<file path="config.mk">
export PLATFORM = sky130hd
export DESIGN_NAME = gamepad_turbo_autofire
export DESIGN_NICKNAME = d
export VERILOG_FILES = /design/src/rtl/gta_pkg.sv /design/src/rtl/gamepad_turbo_autofire.sv
export SDC_FILE = /design/constraint.sdc
export NUM_CORES = 2
export LEC_CHECK = 0
export BUFFER_PORTS_ARGS = -buffer_cell sky130_fd_sc_hd__buf_4
export CAP_MARGIN = 20
export CORE_MARGIN = 3
export CORE_UTILIZATION = 55
export CTS_BUF_LIST = sky130_fd_sc_hd__clkbuf_4 sky130_fd_sc_hd__clkbuf_8
export DETAILED_ROUTE_END_ITERATION = 16
export GPL_ROUTABILITY_DRIVEN = 1
export PLACE_DENSITY_LB_ADDON = 0.12
export SLEW_MARGIN = 20
export SYNTH_ARGS = -nofsm -noshare
export SYNTH_HDL_FRONTEND = slang
export SYNTH_SLANG_ARGS = --single-unit
export TNS_END_PERCENT = 10
</file>
<file path="constraint.sdc">
create_clock -name i_clk -period 22.2 [get_ports i_clk]
set_clock_uncertainty 0.15 [all_clocks]
set_input_delay 0 -clock i_clk [delete_from_list [all_inputs] [get_ports i_clk]]
set_output_delay 0 -clock i_clk [all_outputs]
set_load 0.005 [all_outputs]
</file>
<file path="src/rtl/gta_pkg.sv">
// Shared types, register indexes and reset values of the gamepad turbo autofire block.
package gta_pkg;

    localparam int unsigned DEF_NUM_CONTROLLERS = 4;
    localparam int unsigned DEF_TIME_BITS       = 32;

    localparam int unsigned CFG_IDX_W  = 4;
    localparam int unsigned CFG_DATA_W = 48;

    localparam logic [CFG_IDX_W-1:0] REG_TOGGLE_MASK   = 4'd0;
    localparam logic [CFG_IDX_W-1:0] REG_TRIG_TARGET   = 4'd1;
    localparam logic [CFG_IDX_W-1:0] REG_BTN_TARGET    = 4'd2;
    localparam logic [CFG_IDX_W-1:0] REG_TRIG_SELECT   = 4'd3;
    localparam logic [CFG_IDX_W-1:0] REG_PRESS_THRESH  = 4'd4;
    localparam logic [CFG_IDX_W-1:0] REG_RELEASE_THRESH = 4'd5;
    localparam logic [CFG_IDX_W-1:0] REG_TRIG_TIMING   = 4'd6;
    localparam logic [CFG_IDX_W-1:0] REG_BTN_TIMING    = 4'd7;

    localparam logic [15:0] RST_TOGGLE_MASK   = 16'h1100;
    localparam logic [15:0] RST_TRIG_TARGET   = 16'hF00F;
    localparam logic [15:0] RST_BTN_TARGET    = 16'h0000;
    localparam logic [1:0]  RST_TRIG_SELECT   = 2'd3;
    localparam logic [7:0]  RST_PRESS_THRESH  = 8'd30;
    localparam logic [7:0]  RST_RELEASE_THRESH = 8'd20;
    localparam logic [47:0] RST_TIMING        = 48'h0000_0021_0021;

    localparam logic [1:0] EV_NONE    = 2'd0;
    localparam logic [1:0] EV_ENABLE  = 2'd1;
    localparam logic [1:0] EV_DISABLE = 2'd2;
    localparam logic [1:0] EV_UNUSED  = 2'd3;

    typedef struct packed {
        logic [1:0]  controller;
        logic [15:0] buttons_in;
        logic [7:0]  left_trigger;
        logic [7:0]  right_trigger;
        logic [31:0] now_ms;
        logic [31:0] packet_in;
    } t_poll;

    typedef struct packed {
        logic [15:0] buttons_out;
        logic [31:0] packet_out;
        logic [1:0]  toggle_event;
    } t_result;

endpackage

</file>
<file path="src/rtl/gamepad_turbo_autofire.sv">
// Top level: turbo autofire sequencer with one shared phase-clock working copy and remainder unit.
// The bit-serial remainder unit (one quotient bit per cycle) reduces the elapsed time by whole
// periods when a phase clock catches up; pass-through polls skip it.
// Throughput: one poll at a time; the next transfer is taken once the result sits in
// the output register. Reset (synchronous, active low) clears all controller state.
module gamepad_turbo_autofire #(
    parameter int unsigned NUM_CONTROLLERS = gta_pkg::DEF_NUM_CONTROLLERS,
    parameter int unsigned TIME_BITS       = gta_pkg::DEF_TIME_BITS
) (
    input  logic                            i_clk,
    input  logic                            i_rst_n,
    input  logic                            i_in_valid,
    output logic                            o_in_ready,
    input  gta_pkg::t_poll                  i_in,
    output logic                            o_out_valid,
    input  logic                            i_out_ready,
    output gta_pkg::t_result                o_out,
    input  logic                            i_cfg_valid,
    output logic                            o_cfg_ready,
    input  logic [gta_pkg::CFG_IDX_W-1:0]   i_cfg_index,
    input  logic [gta_pkg::CFG_DATA_W-1:0]  i_cfg_data
);
    import gta_pkg::*;

    localparam int unsigned N    = NUM_CONTROLLERS;
    localparam int unsigned TB   = TIME_BITS;
    localparam int unsigned IW   = (N > 1) ? $clog2(N) : 1;
    localparam int unsigned AW   = TB + 1;
    localparam int unsigned RW   = 18;
    localparam int unsigned CNTW = $clog2(TB + 1);

    // One-hot sequencer.
    typedef enum logic [6:0] {
        S_IDLE  = 7'b0000001,
        S_PREP  = 7'b0000010,
        S_CLK   = 7'b0000100,
        S_DIV   = 7'b0001000,
        S_FIN   = 7'b0010000,
        S_STORE = 7'b0100000,
        S_DONE  = 7'b1000000
    } t_state;

    t_state r_state;

    // Configuration registers.
    logic [15:0] r_toggle_mask, r_trig_target, r_btn_target;
    logic [1:0]  r_trig_select;
    logic [7:0]  r_press_thresh, r_release_thresh;
    logic [47:0] r_trig_timing, r_btn_timing;

    // Per-controller state.
    logic          r_master;
    logic          r_trig_active [N];
    logic          r_t_on [N], r_t_started [N], r_t_first [N];
    logic [TB-1:0] r_t_start [N];
    logic          r_b_on [N], r_b_started [N], r_b_first [N];
    logic [TB-1:0] r_b_start [N];
    logic [15:0]   r_last_out [N], r_last_in [N];

    // Item under work.
    t_poll         r_in;
    logic [IW-1:0] r_idx;
    logic [TB-1:0] r_now;
    logic [15:0]   r_trig_owned, r_btn_owned;
    logic          r_sel;      // 0: trigger clock, 1: button clock
    t_result       r_res;

    // Working copy of the selected phase clock and the remainder unit.
    logic          r_w_on, r_w_started, r_w_first;
    logic [TB-1:0] r_w_start;
    logic [TB-1:0] r_e;
    logic [RW-1:0] r_rem;
    logic [CNTW-1:0] r_cnt;

    logic    r_ovalid;
    t_result r_out;

    assign o_in_ready  = (r_state == S_IDLE);
    assign o_out_valid = r_ovalid;
    assign o_out       = r_out;
    assign o_cfg_ready = 1'b1;

    // Timing decode for the selected mode; zero lengths become 1 ms.
    logic [47:0] w_timing;
    logic [15:0] w_on_raw, w_first_raw, w_onl, w_offl, w_firstl, w_cur, w_cur2;
    logic [16:0] w_period;
    logic [15:0] w_owned;
    logic [TB-1:0] w_elapsed;
    logic [RW-1:0] w_rem_sh;

    always_comb begin
        w_timing    = r_sel ? r_btn_timing : r_trig_timing;
        w_on_raw    = w_timing[31:16];
        w_first_raw = (w_timing[47:32] == 16'd0) ? w_on_raw : w_timing[47:32];
        w_onl       = (w_on_raw == 16'd0) ? 16'd1 : w_on_raw;
        w_offl      = (w_timing[15:0] == 16'd0) ? 16'd1 : w_timing[15:0];
        w_firstl    = (w_first_raw == 16'd0) ? 16'd1 : w_first_raw;
        w_period    = {1'b0, w_onl} + {1'b0, w_offl};
        w_owned     = r_sel ? r_btn_owned : r_trig_owned;
        w_elapsed   = r_now - r_w_start;
        w_cur       = (r_w_on && r_w_first) ? w_firstl : (r_w_on ? w_onl : w_offl);
        w_cur2      = r_w_on ? w_onl : w_offl;
        w_rem_sh    = {r_rem[RW-2:0], r_e[TB-1]};
    end

    // Poll decode for the prepare step.
    logic        w_in_range, w_edge;
    logic [7:0]  w_trig;
    logic        w_act;
    logic [15:0] w_trig_owned, w_tm;

    always_comb begin
        w_tm       = r_toggle_mask;
        w_in_range = (32'(r_in.controller) < N);
        w_edge     = (w_tm != 16'd0) && ((r_in.buttons_in & w_tm) == w_tm)
                     && ((r_last_in[r_idx] & w_tm) != w_tm);
        w_trig     = 8'd0;
        if (r_trig_select[1] && (r_in.right_trigger > w_trig)) begin
            w_trig = r_in.right_trigger;
        end
        if (r_trig_select[0] && (r_in.left_trigger > w_trig)) begin
            w_trig = r_in.left_trigger;
        end
        w_act        = r_trig_active[r_idx] ? (w_trig >= r_release_thresh)
                                            : (w_trig >= r_press_thresh);
        w_trig_owned = w_act ? (r_in.buttons_in & r_trig_target) : 16'd0;
    end

    // Final button image from the stored trigger clock and the button clock in the working copy.
    logic [15:0] w_b;
    always_comb begin
        w_b = r_in.buttons_in;
        w_b = r_t_on[r_idx] ? (w_b | r_trig_owned) : (w_b & ~r_trig_owned);
        w_b = r_w_on ? (w_b | r_btn_owned) : (w_b & ~r_btn_owned);
    end

    always_ff @(posedge i_clk) begin
        if (!i_rst_n) begin
            r_state          <= S_IDLE;
            r_ovalid         <= 1'b0;
            r_master         <= 1'b0;
            r_sel            <= 1'b0;
            r_toggle_mask    <= RST_TOGGLE_MASK;
            r_trig_target    <= RST_TRIG_TARGET;
            r_btn_target     <= RST_BTN_TARGET;
            r_trig_select    <= RST_TRIG_SELECT;
            r_press_thresh   <= RST_PRESS_THRESH;
            r_release_thresh <= RST_RELEASE_THRESH;
            r_trig_timing    <= RST_TIMING;
            r_btn_timing     <= RST_TIMING;
            for (int i = 0; i < N; i++) begin
                r_trig_active[i] <= 1'b0;
                r_t_on[i]        <= 1'b0;
                r_t_started[i]   <= 1'b0;
                r_t_first[i]     <= 1'b0;
                r_t_start[i]     <= '0;
                r_b_on[i]        <= 1'b0;
                r_b_started[i]   <= 1'b0;
                r_b_first[i]     <= 1'b0;
                r_b_start[i]     <= '0;
                r_last_out[i]    <= 16'd0;
                r_last_in[i]     <= 16'd0;
            end
        end else begin
            // Configuration writes; indexes past the list are dropped.
            if (i_cfg_valid) begin
                case (i_cfg_index)
                    REG_TOGGLE_MASK:    r_toggle_mask    <= i_cfg_data[15:0];
                    REG_TRIG_TARGET:    r_trig_target    <= i_cfg_data[15:0];
                    REG_BTN_TARGET:     r_btn_target     <= i_cfg_data[15:0];
                    REG_TRIG_SELECT:    r_trig_select    <= i_cfg_data[1:0];
                    REG_PRESS_THRESH:   r_press_thresh   <= i_cfg_data[7:0];
                    REG_RELEASE_THRESH: r_release_thresh <= i_cfg_data[7:0];
                    REG_TRIG_TIMING:    r_trig_timing    <= i_cfg_data;
                    REG_BTN_TIMING:     r_btn_timing     <= i_cfg_data;
                    default: ;
                endcase
            end

            // Drop the result once taken; S_DONE drives the flag itself.
            if (r_ovalid && i_out_ready && (r_state != S_DONE)) begin
                r_ovalid <= 1'b0;
            end

            case (r_state)
                S_IDLE: begin
                    if (i_in_valid) begin
                        r_in    <= i_in;
                        r_idx   <= IW'(i_in.controller);
                        r_now   <= TB'(i_in.now_ms);
                        r_state <= S_PREP;
                    end
                end
                S_PREP: begin
                    // Default: pass the poll through; a combo edge reports the new master.
                    r_res <= '{buttons_out: r_in.buttons_in, packet_out: r_in.packet_in,
                               toggle_event: (w_in_range && w_edge)
                                             ? (r_master ? EV_DISABLE : EV_ENABLE)
                                             : EV_NONE};
                    if (!w_in_range) begin
                        r_state <= S_DONE;
                    end else if (w_edge) begin
                        r_master         <= !r_master;
                        r_last_in[r_idx] <= r_in.buttons_in;
                        if (r_master) begin
                            r_trig_active[r_idx] <= 1'b0;
                            r_t_started[r_idx]   <= 1'b0;
                            r_t_first[r_idx]     <= 1'b0;
                            r_b_started[r_idx]   <= 1'b0;
                            r_b_first[r_idx]     <= 1'b0;
                        end
                        r_state <= S_DONE;
                    end else if (!r_master) begin
                        r_last_in[r_idx] <= r_in.buttons_in;
                        r_state <= S_DONE;
                    end else begin
                        r_last_in[r_idx]     <= r_in.buttons_in;
                        r_trig_active[r_idx] <= w_act;
                        r_trig_owned         <= w_trig_owned;
                        r_btn_owned          <= r_in.buttons_in & r_btn_target & ~w_trig_owned;
                        r_sel                <= 1'b0;
                        r_w_on               <= r_t_on[r_idx];
                        r_w_started          <= r_t_started[r_idx];
                        r_w_first            <= r_t_first[r_idx];
                        r_w_start            <= r_t_start[r_idx];
                        r_state              <= S_CLK;
                    end
                end
                S_CLK: begin
                    if (w_owned == 16'd0) begin
                        r_w_started <= 1'b0;
                        r_w_first   <= 1'b0;
                        r_state     <= S_STORE;
                    end else if (!r_w_started) begin
                        r_w_on      <= 1'b1;
                        r_w_first   <= 1'b1;
                        r_w_start   <= r_now;
                        r_w_started <= 1'b1;
                        r_state     <= S_STORE;
                    end else if ({1'b0, w_elapsed} < AW'(w_cur)) begin
                        r_state <= S_STORE;
                    end else begin
                        // Leave the current phase, then reduce the rest by whole periods.
                        r_w_first <= 1'b0;
                        r_w_on    <= !r_w_on;
                        r_e       <= w_elapsed - TB'(w_cur);
                        r_rem     <= '0;
                        r_cnt     <= CNTW'(TB);
                        r_state   <= S_DIV;
                    end
                end
                S_DIV: begin
                    // One remainder bit per cycle.
                    if (w_rem_sh >= RW'(w_period)) begin
                        r_rem <= w_rem_sh - RW'(w_period);
                    end else begin
                        r_rem <= w_rem_sh;
                    end
                    r_e   <= {r_e[TB-2:0], 1'b0};
                    r_cnt <= r_cnt - 1'b1;
                    if (r_cnt == CNTW'(1)) begin
                        r_state <= S_FIN;
                    end
                end
                S_FIN: begin
                    // Phase start lands at now minus the leftover past any phase it completes.
                    if (r_rem >= RW'(w_cur2)) begin
                        r_w_start <= r_now - TB'(r_rem) + TB'(w_cur2);
                        r_w_on    <= !r_w_on;
                    end else begin
                        r_w_start <= r_now - TB'(r_rem);
                    end
                    r_state <= S_STORE;
                end
                S_STORE: begin
                    if (!r_sel) begin
                        r_t_on[r_idx]      <= r_w_on;
                        r_t_started[r_idx] <= r_w_started;
                        r_t_first[r_idx]   <= r_w_first;
                        r_t_start[r_idx]   <= r_w_start;
                        r_sel              <= 1'b1;
                        r_w_on             <= r_b_on[r_idx];
                        r_w_started        <= r_b_started[r_idx];
                        r_w_first          <= r_b_first[r_idx];
                        r_w_start          <= r_b_start[r_idx];
                        r_state            <= S_CLK;
                    end else begin
                        r_b_on[r_idx]      <= r_w_on;
                        r_b_started[r_idx] <= r_w_started;
                        r_b_first[r_idx]   <= r_w_first;
                        r_b_start[r_idx]   <= r_w_start;
                        r_last_out[r_idx]  <= w_b;
                        r_res.buttons_out  <= w_b;
                        r_res.packet_out   <= (w_b != r_last_out[r_idx])
                                              ? r_in.packet_in + 32'd1 : r_in.packet_in;
                        r_state            <= S_DONE;
                    end
                end
                S_DONE: begin
                    // Hold until the output register is free.
                    if (!r_ovalid || i_out_ready) begin
                        r_out    <= r_res;
                        r_ovalid <= 1'b1;
                        r_state  <= S_IDLE;
                    end
                end
                default: r_state <= S_IDLE;
            endcase
        end
    end

endmodule

</file>
* Word level (Yosys, flattened, before mapping)
Memory sizes are Yosys's and may differ from the RTL's. A register that Yosys moved wholly into a read port is not among the register bits.
Index checks and enable logic that the tools add are counted.
** Word-level totals
- Register bits after elaboration :: 493
- RAM bits :: 412
- Input bits :: 155
- Output and inout port bits :: 53
- Word-level logic and storage cells :: 318
- Memories :: 11
** Memories
- r_b_start :: depth 4, width 32, rd ports 1, clocked after Yosys merged registers in 1, write ports 4, line gamepad_turbo_autofire.sv:57 : logic [TB-1:0] r_b_start [N];
- r_t_start :: depth 4, width 32, rd ports 1, clocked after Yosys merged registers in 1, write ports 4, line gamepad_turbo_autofire.sv:55 : logic [TB-1:0] r_t_start [N];
- r_last_in :: depth 4, width 16, rd ports 1, clocked after Yosys merged registers in 1, write ports 4, line gamepad_turbo_autofire.sv:58 : logic [15:0] r_last_out [N], r_last_in [N];
- r_last_out :: depth 4, width 16, rd ports 1, clocked after Yosys merged registers in 1, write ports 4, line gamepad_turbo_autofire.sv:58
- r_b_first :: depth 4, width 1, rd ports 1, clocked after Yosys merged registers in 1, write ports 4, line gamepad_turbo_autofire.sv:56 : logic r_b_on [N], r_b_started [N], r_b_first [N];
- r_b_on :: depth 4, width 1, rd ports 1, clocked after Yosys merged registers in 1, write ports 4, line gamepad_turbo_autofire.sv:56
- +5 memories
** Operators by class
- $add $sub $neg :: 8
- $lt $le $gt $ge :: 7
- Eq/ne operators :: 33
- Multiplexer cells :: 152
- Bitwise gates (word level) :: 20
- Reduce and logical (&&, ||, !) cells :: 54
** Operators by type and width (count)
- two-way mux 32 bit :: 12
- two-way mux 16 bit :: 14
- case mux 32 bit (4 select lines) :: 1
- bitwise AND 16 bit :: 7
- two-way mux 48 bit :: 2
- case mux 48 bit (2 select lines) :: 1
- logical NOT 16 bit :: 5
- two-way mux 1 bit :: 73
- two-way mux 18 bit :: 4
- case mux 32 bit (2 select lines) :: 1
- OR reduction 32 bit :: 2
- case mux 7 bit (7 select lines) :: 1
- inverter 16 bit :: 3
- two-way mux 2 bit :: 23
- two-way mux 7 bit :: 6
- two-way mux 6 bit :: 6
- case mux 18 bit (2 select lines) :: 1
- adder 32 x 1 -> 32 bit, second input constant :: 1
- adder 32 x 16 -> 32 bit :: 1
- < comparator 32 x 16 -> 1 bit :: 1
- != test 16 bit :: 2
- bitwise OR 16 bit :: 2
- OR reduction 16 bit :: 2
- subtractor 32 x 16 -> 32 bit :: 1
- other kinds (49) :: 102

* Longest topological paths before layout
- Word-level depth :: 12
- Depth in mapped cells :: 32
- Mapped depth without buffers :: 28

* Worst setup path after synthesis
OpenSTA, ideal clock, no wires.
- Path kind :: flip-flop to flip-flop
- Start point :: register r_sel
- End point :: register r_cnt[0] (enable)
- Setup time :: 0.488 ns
- Data arrival time :: 7.245 ns
- Required time :: 21.562 ns
- Setup slack :: 14.317 ns
- Cell stages (with the launch flop) :: 24
- Path buffers :: 3
- Period minus slack after synthesis :: 7.883 ns
- Cells stage by stage :: dfxtp_1 clkbuf_1 clkbuf_1 clkbuf_1 mux2i_1 inv_1 nor4_1 nand4_1 nand2_1 a21oi_1 nor2_1 ha_1 fa_1 nor2b_1 o21ai_0 a21boi_0 o21ai_0 a31oi_1 nand2b_1 nand3_1 nor4_4 and4_1 nand3b_1 a21oi_1
** Between the ends
- Longest elaborated chain between the ends :: 9
- Elaborated cells on any way between the ends :: 17
- Classes of those cells :: order compare: 1; eq/ne: 2; mux: 8; reduce/logical: 6
** RTL lines
- from (decl) :: line gamepad_turbo_autofire.sv:65 : logic r_sel;
- from (signal assigned) :: line gamepad_turbo_autofire.sv:142 : r_sel <= 1'b0;
- from (signal assigned) :: line gamepad_turbo_autofire.sv:221 : r_sel <= 1'b0;
- from (signal assigned) :: line gamepad_turbo_autofire.sv:281 : r_sel <= 1'b1;
- two-way mux 48 bit :: line gamepad_turbo_autofire.sv:92 : w_timing = r_sel ? r_btn_timing : r_trig_timing;
- logical NOT 16 bit :: line gamepad_turbo_autofire.sv:94 : w_first_raw = (w_timing[47:32] == 16'd0) ? w_on_raw : w_timing[47:32];
- two-way mux 16 bit :: line gamepad_turbo_autofire.sv:94
- logical NOT 16 bit :: line gamepad_turbo_autofire.sv:97 : w_firstl = (w_first_raw == 16'd0) ? 16'd1 : w_first_raw;
- two-way mux 16 bit :: line gamepad_turbo_autofire.sv:97
- two-way mux 16 bit :: line gamepad_turbo_autofire.sv:101 : w_cur = (r_w_on && r_w_first) ? w_firstl : (r_w_on ? w_onl : w_offl);
- < comparator 32 x 16 -> 1 bit :: line gamepad_turbo_autofire.sv:240 : end else if ({1'b0, w_elapsed} < AW'(w_cur)) begin
- != test 2 bit (no source line)
- AND reduction 5 bit (no source line) (*)
- to (signal assigned) :: line gamepad_turbo_autofire.sv:248 : r_cnt <= CNTW'(TB);
- to (signal assigned) :: line gamepad_turbo_autofire.sv:260 : r_cnt <= r_cnt - 1'b1;
- to (decl) :: line gamepad_turbo_autofire.sv:73 : logic [CNTW-1:0] r_cnt;
Every way passes the cells marked *; elsewhere a longest branch is shown, timed or not.
A chain may end at the register's enable or synchronous reset.

* Worst setup path after layout
- Start point :: register r_sel
- End point :: register r_rem[17], data pin
** Between the ends
- Longest elaborated chain between the ends :: 7
- Elaborated cells on any way between the ends :: 10
- Classes of those cells :: add/sub: 2; order compare: 1; mux: 5; reduce/logical: 2
** RTL lines
- two-way mux 48 bit (*) :: line gamepad_turbo_autofire.sv:92
- logical NOT 16 bit, on equally long branches :: line gamepad_turbo_autofire.sv:95, gamepad_turbo_autofire.sv:96
- two-way mux 16 bit, on equally long branches :: line gamepad_turbo_autofire.sv:95, gamepad_turbo_autofire.sv:96
- adder 16 x 16 -> 17 bit (*) :: line gamepad_turbo_autofire.sv:98 : w_period = {1'b0, w_onl} + {1'b0, w_offl};
- subtractor 18 x 17 -> 18 bit or >= comparator 18 x 17 -> 1 bit (tied branches) :: line gamepad_turbo_autofire.sv:255, gamepad_turbo_autofire.sv:254
- two-way mux 18 bit (*) :: line gamepad_turbo_autofire.sv:254 : if (w_rem_sh >= RW'(w_period)) begin
- case mux 18 bit (2 select lines) (*) :: line gamepad_turbo_autofire.sv:185 : case (r_state)
- to (signal assigned) :: line gamepad_turbo_autofire.sv:255 : r_rem <= w_rem_sh - RW'(w_period);
- to (signal assigned) :: line gamepad_turbo_autofire.sv:257 : r_rem <= w_rem_sh;
- to (decl) :: line gamepad_turbo_autofire.sv:72 : logic [RW-1:0] r_rem;
Marked as above.

==> results by group <==
Status
  • Outcome: completed

Floorplan
  • Io pins: roughly 210
  • Die area: about 0.086 mm^2
  • Die Ht: between 200 and 300 um
  • Row cnt: roughly 100
  • Die Width: 293 um
  • Initial Util: 55.9%
  • Area of the core: approximately 0.081 mm^2

Clock network
  • Htree depth: 4
  • Skew-Pair Late Insertion Delay: a little over 800 ps
  • Root Driver: clkbuf_8
  • Clock sinks: approximately 910
  • CTS buffer count: 153
  • Setup bufs post-CTS: 0
  • Worst-path clk slew: around 60 ps
  • Resized cells post-CTS: 0
  • Clock buffer depth: 3
  • CTS tree: done

Place
  • Placed Cells: a little over 5000
  • DP HPWL: about 87 mm
  • IO buf count: between 200 and 250
  • Gpl congestion: approximately 0.95
  • DP Area: approximately 0.048 mm^2

Logic synthesis
  • Syn Area/Cell: roughly 11 um^2
  • Net count after synthesis: around 4300
  • Syn Inst Count: between 4000 and 5000
  • Yosys reg bits: 907
  • Synth unique cells: 85
  • Area leader, netlist: edfxtp_1
  • Post-synth top area share: 47.2%
  • Synth area leaders: edfxtp_1 (47%), dfxtp_1 (8.6%), mux4_2 (5.1%), ha_1 (4.3%), nand2_1 (4.0%)
  • Top cells by count, synth: edfxtp_1 (712), nand2_1 (486), nor2_1 (442), a21oi_1 (205), dfxtp_1 (195)
  • Predominant post-synthesis flop cell: edfxtp_1
  • Register area share after synthesis: between 50% and 60%
  • Synth warnings: 0
  • Post-synth ARST share: 0%
  • Number of flops mapped to enable cells by yosys: approximately 710
  • Cell Area, Synth: around 0.045 mm^2
  • Most common cell in the netlist: edfxtp_1

Pwr
  • Peak VDD IR: 0.0000696 V
  • PnR Total Power: 3.82 mW
  • Cell area power density: 70.3 mW/mm^2
  • Leakage: ~21 nW

GRT
  • GRT Util Overall: between 30% and 40%
  • Vias in the first global route: approximately 35000
  • Pin count of the biggest net entering global routing: 81
  • GRT overflow: 0
  • Initial antenna violation count: 1
  • First-pass GRT wire length: roughly 210 mm

Final layout
  • Fillers: 6142
  • Final Non-Filler Cells: 5737
  • Nets: just under 5000
  • Share of layout cells above drive strength 1: ~15%
  • Area delta synth->final: 19.9%
  • Post-layout instance area: 0.0543 mm^2

Flow run
  • Number of max-cap violations: 0

Timing
  • Final setup violation count: 0
  • Worst Tran Pin Value: approximately 1100 ps
  • Hold slack: 82.7 ps
  • Crit path time final: around 7500 ps
  • Crit share post-route: around a third
  • Fin. max-slew vios: 0
  • Fin. Hold Viols: 0
  • Fmax: around 130 MHz
  • RSZ-0062 raised after global routing: no
  • Setup_tns: 0 ps
  • Rel. slew slack: between 20% and 30%

Drt
  • DRT Pass-1 Iters: 6
  • DR WL/cell: ~24 um
  • DRT antenna net count: 0
  • Vias per inst: between 5 and 6
  • Residual DRC: 0
  • Number of DRC markers after the initial detailed-route iteration: 2978
  • Drt total wl: around 140 mm
  • Via count: between 30000 and 40000

Setup path
  • Worst Path Required: 22570 ps
  • Worst setup path category: flip-flop to flip-flop
  • CP Buf/Inv Count: 3
  • Startpoint types: flip-flop
  • Crit end category: flip-flop
  • Worst EP arrival: approximately 7800 ps
  • Slowest CP cell: buf_4
  • Slowest stage delay, CP: approximately 660 ps
  • Critical path peak fanout: between 40 and 50
  • CP top delay family: compound AO/OA/AOI/OAI gates

Hold path
  • Min-delay worst type: primary input to flip-flop
flip-flops by register name (all words and copies together) (netlist names), 18 cells and up, named ones only:
| register | count |
|---|---|
| o_out | 50 |
| r_b_start | 128 |
| r_btn_timing | 48 |
| r_e | 32 |
| r_in | 64 |
| r_last_in | 64 |
| r_last_out | 64 |
| r_now | 32 |
| r_rem | 18 |
| r_res | 50 |
| r_t_start | 128 |
| r_trig_timing | 48 |
| r_w_start | 32 |
worst min-delay path, delay by kind of cell:
family | cells | cell delay (ps)
AND/OR/NAND/NOR | 2 | 200
buffers and inverters | 2 | 710
AO/OA/AOI/OAI | 1 | 60
stage by stage:
step / utilization (%) / setup slack (ps)
floorplan: - / 14320
global placement: 59.1 / 14980
detailed placement: 59.1 / 14900
CTS: 67.0 / 14820
global route: 67.0 / 14260
finish: 67.0 / 14740
power breakdown:
part	internal [mW]	switching (mW)	total, mW
Sequential	1.87	0.0338	1.91
Clock	0.856	0.707	1.56
Combinational	0.163	0.184	0.348
layout by cell type, fill, tap and decap left out, types with 26 or more instances in the layout:
| cell type | n |
|---|---|
| nor3_1 | 127 |
| and3_1 | 68 |
| ha_1 | 157 |
| nand2_1 | 478 |
| a21oi_1 | 204 |
| nor4_1 | 35 |
| dlygate4sd3_1 | 315 |
| dfxtp_1 | 192 |
| xor2_1 | 96 |
| nor2b_1 | 45 |
| mux2i_1 | 81 |
| edfxtp_1 | 712 |
| nor2_1 | 440 |
| mux4_2 | 103 |
| a21boi_0 | 119 |
| xnor2_1 | 92 |
| nand4_1 | 32 |
| o21ai_0 | 151 |
| nand3_1 | 57 |
| buf_4 | 260 |
| a222oi_1 | 26 |
| clkbuf_4 | 61 |
| clkbuf_8 | 165 |
| clkinv_1 | 55 |
| a21o_1 | 44 |
| inv_1 | 136 |
final cells by class:
cell class	count	area, um^2	share of cell area, %
flip-flops and latches	907	25300	46.6
clock inverters	58	474	0.873
diodes	2	5.00	0.00921
clock buffers	226	2730	5.02
multi-input cells	2741	18700	34.5
repair buffers	577	5140	9.45
well taps	1060	1330	2.44
inverters	166	623	1.15
final timing paths:
| path | endpoint | cells past startpoint | slack (ps) | startpoint |
|---|---|---|---|---|
| worst min register to register | o_out[29] | 0 | 260 | r_res[29] |
| worst max-delay path | r_rem[17] | 27 | 14740 | r_sel |
| worst max register to register | r_rem[17] | 27 | 14740 | r_sel |
| worst min-delay path | r_press_thresh[0] | 5 | 80 | i_cfg_index[1] |
metal layers:
metal / vias up / global-route usage (%) / routed length [um]
met5: - / 0 / 0
met4: 0 / 12.7 / 5150
met3: 314 / 4.84 / 9140
met2: 1390 / 53.6 / 66600
met1: 16715 / 41.0 / 54700
li1: 15780 / - / -
cells by family (layout without fill, tap and decap cells):
| group | count (synthesis) | after routing | synth area share (%) |
|---|---|---|---|
| other cells | 1 | 3 | 0.00828 |
| simple gates | 1429 | 1429 | 14.4 |
| mux | 203 | 203 | 7.38 |
| xor+xnor | 188 | 188 | 3.64 |
| flops | 907 | 907 | 55.8 |
| buf+inv | 383 | 1027 | 3.25 |
| fa+ha+maj | 163 | 163 | 4.60 |
| compound gates | 757 | 757 | 10.9 |
repair_timing:
item                                   in CTS  in global routing
setup endpoints to repair                   0                  0
hold buffers                              316                  0
endpoints found under the hold margin     442                  0
(Power assumes the default switching activity.)
